## config.mk

```make
export PLATFORM = sky130hd
export DESIGN_NAME = content_length_frame_extractor
export DESIGN_NICKNAME = d
export VERILOG_FILES = /design/src/clfe_pkg.sv /design/src/clfe_hdr_scan.sv /design/src/content_length_frame_extractor.sv
export SDC_FILE = /design/constraint.sdc
export NUM_CORES = 1
export LEC_CHECK = 0
export BUFFER_PORTS_ARGS = -buffer_cell sky130_fd_sc_hd__buf_2
export CORE_UTILIZATION = 47
export CTS_CLUSTER_SIZE = 40
export DETAILED_ROUTE_END_ITERATION = 10
export GPL_ROUTABILITY_DRIVEN = 1
export GPL_TIMING_DRIVEN = 0
export PLACE_DENSITY = 0.68
export SLEW_MARGIN = 5
export SYNTH_ARGS = -nofsm -noshare
export SYNTH_HDL_FRONTEND = slang
export SYNTH_SLANG_ARGS = --single-unit
```

## constraint.sdc

```tcl
create_clock -name clk -period 7 [get_ports clk]
set_input_delay 2.1 -clock clk [delete_from_list [all_inputs] [get_ports clk]]
set_output_delay 2.1 -clock clk [all_outputs]
set_load 0.02 [all_outputs]
```

## src/clfe_pkg.sv

```systemverilog
// Shared types and constants for the content-length frame extractor.
// Holds the header key text, the terminator bytes and the result record.
// No dependencies.
`default_nettype none

package clfe_pkg;

	localparam logic [7:0] CHAR_CR  = 8'h0D;
	localparam logic [7:0] CHAR_LF  = 8'h0A;
	localparam logic [7:0] CHAR_SP  = 8'h20;
	localparam logic [7:0] CHAR_TAB = 8'h09;
	localparam logic [7:0] CHAR_D0  = 8'h30;
	localparam logic [7:0] CHAR_D9  = 8'h39;

	// length of the key text "Content-Length:"
	localparam logic [3:0] KEY_LEN = 4'd15;

	typedef struct packed {
		logic       produce;
		logic [7:0] payload_byte;
		logic       last_of_message;
		logic       empty_message;
	} result_t;

	function automatic logic [7:0] key_char(input logic [3:0] idx);
		logic [7:0] c;
		case (idx)
			4'd0:    c = 8'h43; // C
			4'd1:    c = 8'h6F; // o
			4'd2:    c = 8'h6E; // n
			4'd3:    c = 8'h74; // t
			4'd4:    c = 8'h65; // e
			4'd5:    c = 8'h6E; // n
			4'd6:    c = 8'h74; // t
			4'd7:    c = 8'h2D; // -
			4'd8:    c = 8'h4C; // L
			4'd9:    c = 8'h65; // e
			4'd10:   c = 8'h6E; // n
			4'd11:   c = 8'h67; // g
			4'd12:   c = 8'h74; // t
			4'd13:   c = 8'h68; // h
			4'd14:   c = 8'h3A; // :
			default: c = 8'h00;
		endcase
		return c;
	endfunction

	// CR LF CR LF: even positions are CR, odd positions LF
	function automatic logic [7:0] brk_char(input logic [1:0] idx);
		return idx[0] ? CHAR_LF : CHAR_CR;
	endfunction

endpackage

`default_nettype wire

```

## src/clfe_hdr_scan.sv

```systemverilog
// Header scanner and payload counter of the content-length frame extractor.
// Holds the per-stream state and turns one byte into zero or one result.
// Depends on clfe_pkg.
`default_nettype none

module clfe_hdr_scan #(
	parameter int LENGTH_BITS = 32
) (
	input  wire logic               clk,
	input  wire logic               arst_n,
	input  wire logic               step,
	input  wire logic [7:0]         rx_byte,
	output clfe_pkg::result_t       res
);

	localparam int LW = LENGTH_BITS;

	typedef enum logic [3:0] {
		PH_IDLE  = 4'b0001,
		PH_BLANK = 4'b0010,
		PH_DIGIT = 4'b0100,
		PH_DONE  = 4'b1000
	} phase_t;

	logic          in_payload_q, in_payload_n;
	logic [1:0]    brk_q, brk_n;
	logic [3:0]    key_q, key_n, key_try;
	phase_t        phase_q, phase_n;
	logic [LW-1:0] len_q, len_n, len_dig;
	logic [LW-1:0] rem_q, rem_n;
	logic [LW+3:0] prod;
	logic          is_digit, is_blank, key_hit, brk_hit, last, have_len;

	assign is_digit = rx_byte inside {[clfe_pkg::CHAR_D0 : clfe_pkg::CHAR_D9]};
	assign is_blank = rx_byte inside {clfe_pkg::CHAR_SP, clfe_pkg::CHAR_TAB};
	assign key_hit  = (key_q < clfe_pkg::KEY_LEN) && (rx_byte == clfe_pkg::key_char(key_q));
	assign brk_hit  = rx_byte == clfe_pkg::brk_char(brk_q);
	assign last     = rem_q[LW-1:1] == '0;

	// len * 10 + digit, saturate when it no longer fits
	assign prod    = ({4'b0, len_q} << 3) + ({4'b0, len_q} << 1)
	               + (LW+4)'(rx_byte[3:0]);
	assign len_dig = (prod[LW+3:LW] != 4'b0) ? '1 : prod[LW-1:0];

	always_comb begin
		in_payload_n = in_payload_q;
		brk_n        = brk_q;
		key_n        = key_q;
		key_try      = key_q;
		phase_n      = phase_q;
		len_n        = len_q;
		rem_n        = rem_q;
		have_len     = 1'b0;
		res          = '0;
		if (in_payload_q) begin
			if (rem_q != '0) begin
				rem_n = rem_q - LW'(1);
			end
			in_payload_n        = !last;
			res.produce         = 1'b1;
			res.payload_byte    = rx_byte;
			res.last_of_message = last;
		end else begin
			case (phase_q)
				PH_BLANK: begin
					if (is_digit) begin
						phase_n = PH_DIGIT;
						len_n   = len_dig;
					end else if (!is_blank) begin
						phase_n = PH_DONE;
					end
				end
				PH_DIGIT: begin
					if (is_digit) begin
						len_n = len_dig;
					end else begin
						phase_n = PH_DONE;
					end
				end
				default: ;
			endcase

			// search for the key until its first occurrence
			if (phase_n == PH_IDLE) begin
				if (key_hit) begin
					key_try = key_q + 4'd1;
				end else begin
					key_try = (rx_byte == clfe_pkg::key_char(4'd0)) ? 4'd1 : 4'd0;
				end
				if (key_try == clfe_pkg::KEY_LEN) begin
					phase_n = PH_BLANK;
					key_n   = 4'd0;
				end else begin
					key_n = key_try;
				end
			end

			if (brk_hit && brk_q == 2'd3) begin
				// end of header: if a key was seen, start the payload or report an empty message
				have_len = phase_n != PH_IDLE;
				if (have_len) begin
					if (len_n == '0) begin
						res.produce         = 1'b1;
						res.last_of_message = 1'b1;
						res.empty_message   = 1'b1;
					end else begin
						in_payload_n = 1'b1;
						rem_n        = len_n;
					end
				end
				brk_n   = 2'd0;
				key_n   = 4'd0;
				phase_n = PH_IDLE;
				len_n   = '0;
			end else if (brk_hit) begin
				brk_n = brk_q + 2'd1;
			end else begin
				brk_n = (rx_byte == clfe_pkg::CHAR_CR) ? 2'd1 : 2'd0;
			end
		end
	end

	always_ff @(posedge clk or negedge arst_n) begin
		if (!arst_n) begin
			in_payload_q <= 1'b0;
			brk_q        <= 2'd0;
			key_q        <= 4'd0;
			phase_q      <= PH_IDLE;
			len_q        <= '0;
			rem_q        <= '0;
		end else if (step) begin
			in_payload_q <= in_payload_n;
			brk_q        <= brk_n;
			key_q        <= key_n;
			phase_q      <= phase_n;
			len_q        <= len_n;
			rem_q        <= rem_n;
		end
	end

`ifndef SYNTHESIS
	a_payload_count: assert property (@(posedge clk) disable iff (!arst_n)
		in_payload_q |-> rem_q != '0)
		else $error("payload phase with zero bytes remaining");

	a_key_range: assert property (@(posedge clk) disable iff (!arst_n)
		key_q < clfe_pkg::KEY_LEN)
		else $error("key match index past key length");

	a_len_without_key: assert property (@(posedge clk) disable iff (!arst_n)
		phase_q == PH_IDLE |-> len_q == '0)
		else $error("length value set before key was seen");

	a_empty_only_at_lf: assert property (@(posedge clk) disable iff (!arst_n)
		step && res.empty_message |-> rx_byte == clfe_pkg::CHAR_LF && !in_payload_q)
		else $error("empty message not at header terminator");
`endif

endmodule

`default_nettype wire

```

## src/content_length_frame_extractor.sv

```systemverilog
// Content-length frame extractor: byte input register, header scanner, result register.
// Depends on clfe_pkg and clfe_hdr_scan.
//
// Usage:
//   Input channel (in_valid, in_stall, rx_byte) carries the framed stream, one byte
//   per transfer. Output channel (out_valid, out_stall, payload_byte,
//   last_of_message, empty_message) carries message body bytes; last_of_message
//   marks the final byte, and a header that declares length zero gives one
//   transfer with empty_message and last_of_message set and payload_byte zero.
//   Headers without a Content-Length key produce nothing.
// Path: a payload byte is taken into the input register at its input transfer and
//   into the result register when the scanner steps on it; a result held on the
//   output by out_stall delays that second step.
// Throughput: one byte per cycle while out_stall holds no result; the scanner
//   state update is a single combinational step between the two registers.
// Reset: arst_n clears both registers' valid bits and the scanner back to the
//   header phase with no partial match.
// Stall: while out_stall holds a result, the input register keeps the next byte
//   and in_stall rises; header bytes wait behind a held result as well.
`default_nettype none

module content_length_frame_extractor #(
	parameter int LENGTH_BITS = 32
) (
	input  wire logic       clk,
	input  wire logic       arst_n,
	input  wire logic       in_valid,
	output logic            in_stall,
	input  wire logic [7:0] rx_byte,
	output logic            out_valid,
	input  wire logic       out_stall,
	output logic [7:0]      payload_byte,
	output logic            last_of_message,
	output logic            empty_message
);

	logic              valid_s1;
	logic [7:0]        rx_byte_s1;
	logic              out_free, advance, in_take;
	clfe_pkg::result_t res;

	assign out_free = !out_valid || !out_stall;
	assign advance  = valid_s1 && out_free;
	assign in_stall = valid_s1 && !out_free;
	assign in_take  = in_valid && !in_stall;

	always_ff @(posedge clk or negedge arst_n) begin
		if (!arst_n) begin
			valid_s1 <= 1'b0;
		end else if (in_take) begin
			valid_s1 <= 1'b1;
		end else if (advance) begin
			valid_s1 <= 1'b0;
		end
	end

	always_ff @(posedge clk) begin
		if (in_take) begin
			rx_byte_s1 <= rx_byte;
		end
	end

	clfe_hdr_scan #(
		.LENGTH_BITS (LENGTH_BITS)
	) u_scan (
		.clk     (clk),
		.arst_n  (arst_n),
		.step    (advance),
		.rx_byte (rx_byte_s1),
		.res     (res)
	);

	always_ff @(posedge clk or negedge arst_n) begin
		if (!arst_n) begin
			out_valid <= 1'b0;
		end else if (out_free) begin
			out_valid <= advance && res.produce;
		end
	end

	always_ff @(posedge clk) begin
		if (out_free && advance && res.produce) begin
			payload_byte    <= res.payload_byte;
			last_of_message <= res.last_of_message;
			empty_message   <= res.empty_message;
		end
	end

`ifndef SYNTHESIS
	a_empty_shape: assert property (@(posedge clk) disable iff (!arst_n)
		out_valid && empty_message |-> last_of_message && payload_byte == 8'h00)
		else $error("empty message result with body byte or no end mark");

	a_stall_cause: assert property (@(posedge clk) disable iff (!arst_n)
		in_stall |-> valid_s1 && out_valid && out_stall)
		else $error("input stalled without a held result");

	a_s1_hold: assert property (@(posedge clk) disable iff (!arst_n)
		valid_s1 && !out_free |=> valid_s1 && $stable(rx_byte_s1))
		else $error("input register lost a byte while output was held");
`endif

endmodule

`default_nettype wire

```

==> summary.md <==
| Metric | Value |
|---|---|
| Pwr dens | `132 mW/mm^2` |
| Hold depth | `2` |
| Synth area leaders | `dfrtp_1, ha_1, edfxtp_1, nand2_1, a21oi_1` |
| Reg clk slew, reported paths | `70 ps` |
| Final Instance Area | `0.00874 sq mm` |
| Max-cap viol count | `0` |
| Initial antenna violation count | `0` |
| Initial core utilization | `48.2%` |
| Mapped cell area | `0.00803 sq mm` |
| Setup TNS | `0 ps` |
| I/O Buffers | `23` |
| Critical path arrival | `6150 ps` |
| Core area | `0.0166 sq mm` |
| Worst skew pair latency | `360 ps` |
| Crit start category | `register` |
| I/O Pins | `24` |
| Post-DP Area | `0.00844 sq mm` |
| Number of global-route vias before repair | `7146` |
| Fin worst setup slack | `842 ps` |
| Post-Syn Area per Cell | `8.23 sq um` |
| GPL Wtd Cong | `0.930` |
| Worst Skew | `9.61 ps` |
| Cells after Synth | `976` |
| Leak pwr | `3.80 nW` |
| Required time of the critical path | `6990 ps` |
| RSZ-0062 raised after global routing | `false` |
| Critical path, cell by cell | `fa_1, inv_1, fa_1, nand2b_1, a21oi_1, o21ai_0, a311oi_1, o21a_1, o22ai_1, or2_1, buf_2, or4_1, a211o_1, nor2_1, a21oi_1, nor2_1` |
| Std cell rows | `47` |
| Post-synth EDFFs | `18` |
| Reg2Reg Setup Slack | `840 ps` |
| Synth area leader | `dfrtp_1` |
| Drt pass-1 iters | `6` |
| CTS Sinks | `95` |
| Crit-path max FO | `10` |
| Min-Delay Startpoint | `u_scan.brk_q[1]` |
| Slew @ Worst Pin | `848 ps` |
| TritonCTS clock tree | `done` |
| Status | `finished, final reports clean` |
| Final min period | `6160 ps` |
| DRC errors left | `0` |
| First-pass GRT wire length | `39.0 mm` |
| Total Power | `1.16 mW` |
| Root Driver | `clkbuf_16` |
| Top FF cell, synth | `dfrtp_1` |
| Hold-fix buffers at CTS | `0` |
| Postcts setup bufs | `0` |
| GRT overflow | `0` |
| Finish-stage setup viols | `0` |
| Kind of critical path | `reg2reg` |
| Sequential area share after synthesis | `30.7%` |
| CTS Buf Count | `9` |
| Cell variety after synth | `78` |
| Depth of the worst register-to-register path | `16` |
| Ys Warns | `0` |
| Gr usage total | `28.3%` |
| Final Hold Viols | `0` |
| ANT nets after route | `0` |
| Initial DRC Count | `739` |
| Final WL | `24.7 mm` |
| Maximum clock rate | `0.162 GHz` |
| Critical path's slowest cell | `fa_1` |
| Vias/cell | `6.39` |
| Post-layout nets | `1094` |
| CP max stage delay | `640 ps` |
| Die height | `133 um` |
| Die Wd | `133 um` |
| HPWL Detailed | `18.9 mm` |
| Slew Limit Fails | `0` |
| Seq cells post-synth | `95` |
| Largest net degree at the start of global routing | `43` |
| DR WL/cell | `20.0 um` |
| Via count | `7903` |
| Worst Hold Class | `reg2reg` |
| Post-CTS sizing | `0` |
| Syn Nets | `1059` |
| Finished Core Util | `52.5%` |
| Peak VDD IR | `0.176 mV` |
| Clock Path Buffers | `2` |
| Layout cell share with drive strength beyond 1 | `8.17%` |
| RR Startpoint | `rx_byte_s1[3]` |
| Asr flop ratio synth | `81.1%` |
| Slew HR | `43.2%` |
| Synth-to-layout area growth | `8.91%` |
| Antenna cells | `0` |
| Final Cycle Share | `88.0%` |
| WP buf/inv | `2` |
| Pre-CTS WS | `1000 ps` |
| Crit path max-delay family | `simple AND/OR/NAND/NOR gates` |
| RR Endpoint | `payload_byte[2]` |
| Die area | `0.0176 sq mm` |
| Crit path capture type | `register` |
| Hold path endpoint | `u_scan.brk_q[1]` |
| Synth top area share | `23.7%` |
| Htree depth | `3` |
## report_power, final
| group | internal (mW) | switching (mW) | total [mW] |
|---|---|---|---|
| Combinational | 0.0229 | 0.0587 | 0.0817 |
| Clock | 0.253 | 0.249 | 0.502 |
| Sequential | 0.566 | 0.00810 | 0.575 |
| Total | 0.842 | 0.316 | 1.16 |
## layout by cell type, fill, tap and decap left out, types with 11 or more instances in the layout
cell type / netlist / final
inv_1: 24 / 24
and2_1: 16 / 16
o211ai_1: 12 / 12
xor2_1: 14 / 14
ha_1: 69 / 69
o221a_1: 15 / 15
edfxtp_1: 18 / 18
nand3_1: 43 / 43
nand2_1: 106 / 106
buf_2: 15 / 37
xnor2_1: 15 / 15
clkbuf_1: 31 / 31
dfrtp_1: 76 / 76
or4_1: 14 / 14
nand4_1: 18 / 18
nor3_1: 39 / 39
a22o_1: 23 / 23
o21ai_0: 73 / 73
a21oi_1: 73 / 73
nor4_1: 11 / 11
nor2_1: 94 / 94
a21o_1: 12 / 12
a31oi_1: 21 / 21
## per-stage QoR
step / hold slack [ps] / cells
after floorplan: 443 / 976
after global placement: 463 / 1219
after detailed placement: 486 / 1220
after CTS: 510 / 1236
after global routing: 549 / 1236
final: 517 / 1236
## registers in the layout (all words and copies together), names as in the netlist
register	count
valid_s1	1
u_scan.rem_q	32
u_scan.brk_q	2
out_valid	1
u_scan.len_q	32
u_scan.phase_q	4
rx_byte_s1	8
empty_message	1
u_scan.in_payload_q	1
last_of_message	1
u_scan.key_q	4
payload_byte	8
## logic make-up (layout without fill, tap and decap cells)
family,Yosys count,in the layout,synth area share (%)
adder cells (fa/ha/maj),72,72,11.4
flip-flops,95,95,30.7
buffers and inverters,76,116,4.01
AND/OR/NAND/NOR,403,403,25.0
multiplexers,3,3,0.405
XOR/XNOR,29,29,3.16
AO/OA/AOI/OAI,298,298,25.3
## per-layer routing
| metal | global-route usage, % | up-vias | wire (um) |
|---|---|---|---|
| met5 | 0 | - | 0 |
| met4 | 9.45 | 0 | 690 |
| met3 | 4.33 | 54 | 1840 |
| met2 | 44.9 | 350 | 11100 |
| met1 | 39.4 | 3750 | 11000 |
| li1 | - | 3749 | - |
## synth_stat cells, drive strengths merged (4+ instances only)
| cell | instances |
|---|---|
| a211oi | 8 |
| a21o | 12 |
| a21oi | 73 |
| a22o | 23 |
| a31oi | 21 |
| and2 | 16 |
| and3 | 8 |
| and4 | 5 |
| buf | 19 |
| clkbuf | 33 |
| dfrtp | 76 |
| edfxtp | 18 |
| ha | 69 |
| inv | 24 |
| nand2 | 107 |
| nand2b | 10 |
| nand3 | 43 |
| nand3b | 4 |
| nand4 | 18 |
| nor2 | 95 |
| nor2b | 6 |
| nor3 | 39 |
| nor3b | 5 |
| nor4 | 11 |
| o211ai | 13 |
| o21a | 7 |
| o21ai | 80 |
| o221a | 23 |
| o22ai | 4 |
| o31ai | 4 |
| or3 | 8 |
| or4 | 14 |
| xnor2 | 15 |
| xor2 | 14 |
## tightest hold or removal path, delay by kind of cell, from the launching register on
family / cells / cell delay (ps)
flops: 1 / 380
simple gates: 2 / 110
## worst max-delay path by stage
stage | endpoint | depth (start not counted) | startpoint
after CTS | payload_byte[4] | 16 | rx_byte_s1[3]
after global routing | payload_byte[7] | 16 | rx_byte_s1[3]
after floorplan | empty_message | 16 | rx_byte_s1[3]
after detailed placement | payload_byte[5] | 16 | rx_byte_s1[3]
after global placement | payload_byte[5] | 16 | rx_byte_s1[3]
final | payload_byte[2] | 16 | rx_byte_s1[3]
## area by class of cell
type / count / area (sq um)
Fill cell: 1551 / 7900
Multi-Input combinational cell: 805 / 5240
Sequential cell: 95 / 2470
Tap cell: 220 / 275
Buffer: 52 / 231
Clock buffer: 9 / 225
Timing Repair Buffer: 24 / 138
Inverter: 24 / 90.1
Clock inverter: 7 / 77.6
(Power assumes the default switching activity.)
